## config.mk

```make
export PLATFORM = sky130hd
export DESIGN_NAME = picm_ram
export DESIGN_NICKNAME = d
export VERILOG_FILES = /design/src/design/picm_ram.sv
export SDC_FILE = /design/constraint.sdc
export NUM_CORES = 1
export LEC_CHECK = 0
export ABC_AREA = 1
export BUFFER_PORTS_ARGS = -buffer_cell sky130_fd_sc_hd__clkbuf_2
export CORE_UTILIZATION = 40
export DETAILED_ROUTE_END_ITERATION = 6
export GPL_TIMING_DRIVEN = 0
export HOLD_SLACK_MARGIN = 0.08
export SKIP_LAST_GASP = 1
export SLEW_MARGIN = 0
export SYNTH_ARGS = -nofsm -noshare
export SYNTH_HDL_FRONTEND = slang
export SYNTH_SLANG_ARGS = --single-unit
```

## constraint.sdc

```tcl
create_clock -name clk -period 1.3 [get_ports clk]
set_input_delay 0.065 -clock clk [delete_from_list [all_inputs] [get_ports clk]]
set_output_delay 0.065 -clock clk [all_outputs]
set_load 0.05 [all_outputs]
```

## src/design/picm_ram.sv

```systemverilog
// Generic one-write one-read RAM with registered read data.
`timescale 1ns / 1ps
module picm_ram #(
  parameter int WIDTH = 8,
  parameter int DEPTH = 16
) (
  input  logic                     clk,
  input  logic                     we,
  input  logic [$clog2(DEPTH)-1:0] waddr,
  input  logic [WIDTH-1:0]         wdata,
  input  logic [$clog2(DEPTH)-1:0] raddr,
  output logic [WIDTH-1:0]         rdata
);
  logic [WIDTH-1:0] mem [DEPTH];

  always_ff @(posedge clk) begin
    if (we) begin
      mem[waddr] <= wdata;
    end
    rdata <= mem[raddr];
  end
endmodule

```

* Yosys cells after proc, flatten, opt, wreduce, memory -nomap -nowiden
Memory sizes are Yosys's and may differ from the RTL's. A register that Yosys moved wholly into a read port is not among the register bits. Index checks and enable logic that the tools add are counted.
Storage, ports and cells: bits in writable memories 128, output and inout port bits 8, bits of input ports 18, word-level logic and storage cells 3, memories 1, bits in registers 0
Memories:
- mem | words 16, width 8, read ports 1, clocked after Yosys merged registers in 1, write ports 1, line 14 | logic [WIDTH-1:0] mem [DEPTH];
Operators by class: mux-type cells 2
Operator list (count):
- 2-to-1 mux 1 bit | 2

* Longest topological paths before layout
word-level depth 2, depth in mapped cells 8

* Worst setup path before layout
OpenSTA, ideal clock, no wires.
path kind input to register, start input waddr[2], end memory mem[10][0] (enable), arrival 646 ps, required time 930 ps, stages 2, slack 284 ps, path buffers 0, cell sequence nand3b_1 nor2_1
RTL lines:
- start: declaration | line 9 | input logic [$clog2(DEPTH)-1:0] waddr,
- end: declaration | line 14
No word-level cell before the write port.

* Final worst setup path
start input waddr[3], end memory mem[7][0] (enable)
No word-level cell before the write port.

==> flow_metrics.tcl <==
set metrics [dict create \
    status "finished, final reports clean" \
    drv_cap 0 \
    antenna_left 0 \
    dieArea_mm2 0.01490 \
    swShare 0.2098 \
    drive_above_1_share 0.1192 \
    crit_path_max_fanout 8 \
    clock_path_buffers 2 \
    cp-end-kind "flop" \
    r2r_slack_ns 0.27 \
    grt_max_degree 17 \
    tightest_slew_ns 1.096 \
    ys_seq_elements 136 \
    arrival_ns 1.28 \
    die_h_um 122.1 \
    ys.flop_type "edfxtp_1" \
    cp.required_ns 1.33 \
    syn-mean-instance-area_um2 10.47 \
    clkPwrFrac 0.482 \
    coreArea_mm2 0.01399 \
    n_antenna_cell 0 \
    yosysMostFrequentCell "nand2_1" \
    drt_wl_total_mm 14.21 \
    final_cell_count_no_fill 784 \
    finalCritPeriodShare 0.9631 \
    cts_hold_buf 0 \
    critical_path.cell_chain "clkbuf_2, nand3b_1, nor2_1" \
    combPwrFrac 0.067 \
    cts_tree "yes" \
    hp-start "raddr[2]" \
    criticalPathCategory "in2reg" \
    drt-pass1-iter-count 5 \
    htreeDepth 4 \
    cts_buffers 17 \
    nets 610 \
    syn_area_mm2 0.005767 \
    antenna_found_initial 0 \
    timing.reg2reg.worst_path_depth 6 \
    internal_power_mw 8.641 \
    dr.first_iter.drc_count 364 \
    vias_per_cell 4.936 \
    synth.net_count 569 \
    path_clk_slew_ns 0.05 \
    synthTopCellsByCount "nand2_1, edfxtp_1, inv_1" \
    io_buffer_count 22 \
    synth.yosys.warnings 0 \
    initial_core_util 0.4123 \
    clock_latency_ns 0.42 \
    synthArstFlopShare 0 \
    power_leakage_nw 2.926 \
    r2r_end "rdata[5]" \
    nFillCells 1294 \
    synth-edff-count 128 \
    die_x_um 122.1 \
    pwr-share-seq 0.451 \
    drc 0 \
    min_period_ns 1.252 \
    dp_hpwl_mm 9.089 \
    ctsResizeCount 0 \
    cpPeakStageDelay_ns 0.87 \
    synth.largest_area_cell "edfxtp_1" \
    final_util 0.4818 \
    regArea_mm2 0.004004 \
    cp_slowest_cell "nor2_1" \
    grt_pass1_vias 3878 \
    root_buffer "clkbuf_16" \
    overflow 0 \
    setup_viol 0 \
    wl_per_cell_um 18.13 \
    numPlacedInstances 753 \
    r2r-start "mem[1][5]" \
    cp-start-kind "primary input" \
    grt_pass1_wl_mm 21.90 \
    maxSlewViolCount 0 \
    netlist_instances 551 \
    hold_path_depth 4 \
    ios 26 \
    area_growth_pct 16.88 \
    track_usage 0.2082 \
    critical_path_buf_inv_count 1 \
    switching_power_mw 2.294 \
    powerDensity_mw_per_mm2 1622 \
    hp-class "in2reg" \
    synth.area.top_cells "edfxtp_1, nand2_1, nand3_1" \
    ys_seq_area_frac 0.6943 \
    finalHoldViolations 0 \
    multi_input_area_mm2 0.001214 \
    rows 43 \
    fin_skew_ns 0.004811 \
    fmax_ghz 0.7987 \
    cts.sinks 136 \
    rsz0062_at_grt "no" \
    irDropWorstVdd_mv 0.9016 \
    place_congestion 0.8630 \
    ys_types 12 \
    via_count 3870 \
    post_cts_buffers 0 \
    synth_top_area_share 0.6665 \
    min_to "rdata[3]" \
    max_slew_margin 0.2669 \
    critPathTopFamily "simple AND/OR/NAND/NOR gates" \
]
## placed cells by master, fill, tap and decap left out
master     synthesis  routed
buf_6              6       6
nor2_1            17      17
bufinv_16          0       6
nand2_1          173     173
clkbuf_1           0       2
buf_1              1       1
nand3b_1           2       2
buf_2             13      13
clkinv_2           0       2
clkbuf_2           0      22
clkinv_1           0       4
clkbuf_16          0      17
edfxtp_1         128     128
buf_4              4       4
inv_2              2       2
nand3_1           97      97
dfxtp_1            8       8
inv_1            100     100
## worst max path at each step
stage | start | end | slack, ns | cells past startpoint
2_1_floorplan | waddr[2] | mem[10][0] | 0.28 | 2
3_3_place_gp | waddr[3] | mem[6][1] | -0.24 | 3
3_5_place_dp | waddr[3] | mem[6][1] | -0.30 | 3
4_1_cts | waddr[3] | mem[6][0] | 0.13 | 3
5_1_grt | waddr[3] | mem[7][4] | 0.05 | 3
6_report | waddr[3] | mem[7][0] | 0.05 | 3
## power by group through the flow
stage / registers (mW) / clock network, mW / logic, mW
after floorplan: 5.12 / 0 / 0.346
after global placement: 5.02 / 0 / 0.715
after detailed placement: 5.02 / 0 / 0.727
after CTS: 4.93 / 5.28 / 0.732
after global routing: 4.94 / 5.49 / 0.801
final: 4.93 / 5.27 / 0.734
## per-stage QoR
stage | setup WS, ns | instance area (µm²) | TNS (ns) | hold slack [ns] | power [mW]
after floorplan | 0.2842 | 5767 | 0 | 0.1639 | 5.463
after global placement | -0.2413 | 6102 | -14.38 | 0.5236 | 5.731
after detailed placement | -0.3026 | 6102 | -18.37 | 0.5243 | 5.747
after CTS | 0.1319 | 6740 | 0 | 0.09546 | 10.94
after global routing | 0.04542 | 6740 | 0 | 0.1104 | 11.22
final | 0.04791 | 6740 | 0 | 0.1013 | 10.93
## registers in the layout, indices dropped and copies added, names as in the netlist
signal / cells
rdata: 8
mem: 128
## metal layers
layer | part of all wire | GRT usage | vias up | wire [µm]
met4 | 0.019 | 0.08003 | 0 | 263
li1 | - | - | 1859 | -
met5 | 0 | 0 | - | 0
met2 | 0.49 | 0.3460 | 142 | 6948
met3 | 0.058 | 0.03745 | 19 | 824
met1 | 0.43 | 0.2707 | 1850 | 6173
## cell families after synthesis
family	Yosys count	synth area share
buffers and inverters	126	0.09525
DFF	136	0.6943
and+or+nand+nor	289	0.2105
## worst min-delay path, stage by stage
cell and delay (ns):
buf_2 0.15, nand3_1 0.12, nand3_1 0.07, nand2_1 0.07
## area by class of cell
| type | count | area share |
|---|---|---|
| sequential | 136 | 0.5940 |
| multi-input combinational | 289 | 0.1801 |
| clock buffer | 19 | 0.06423 |
| inverter | 102 | 0.05680 |
| tap | 180 | 0.03341 |
| clock inverter | 12 | 0.03044 |
| buffer | 24 | 0.02469 |
| timing repair buffer | 22 | 0.01634 |
No activity file was read; power rests on OpenSTA's default activity.
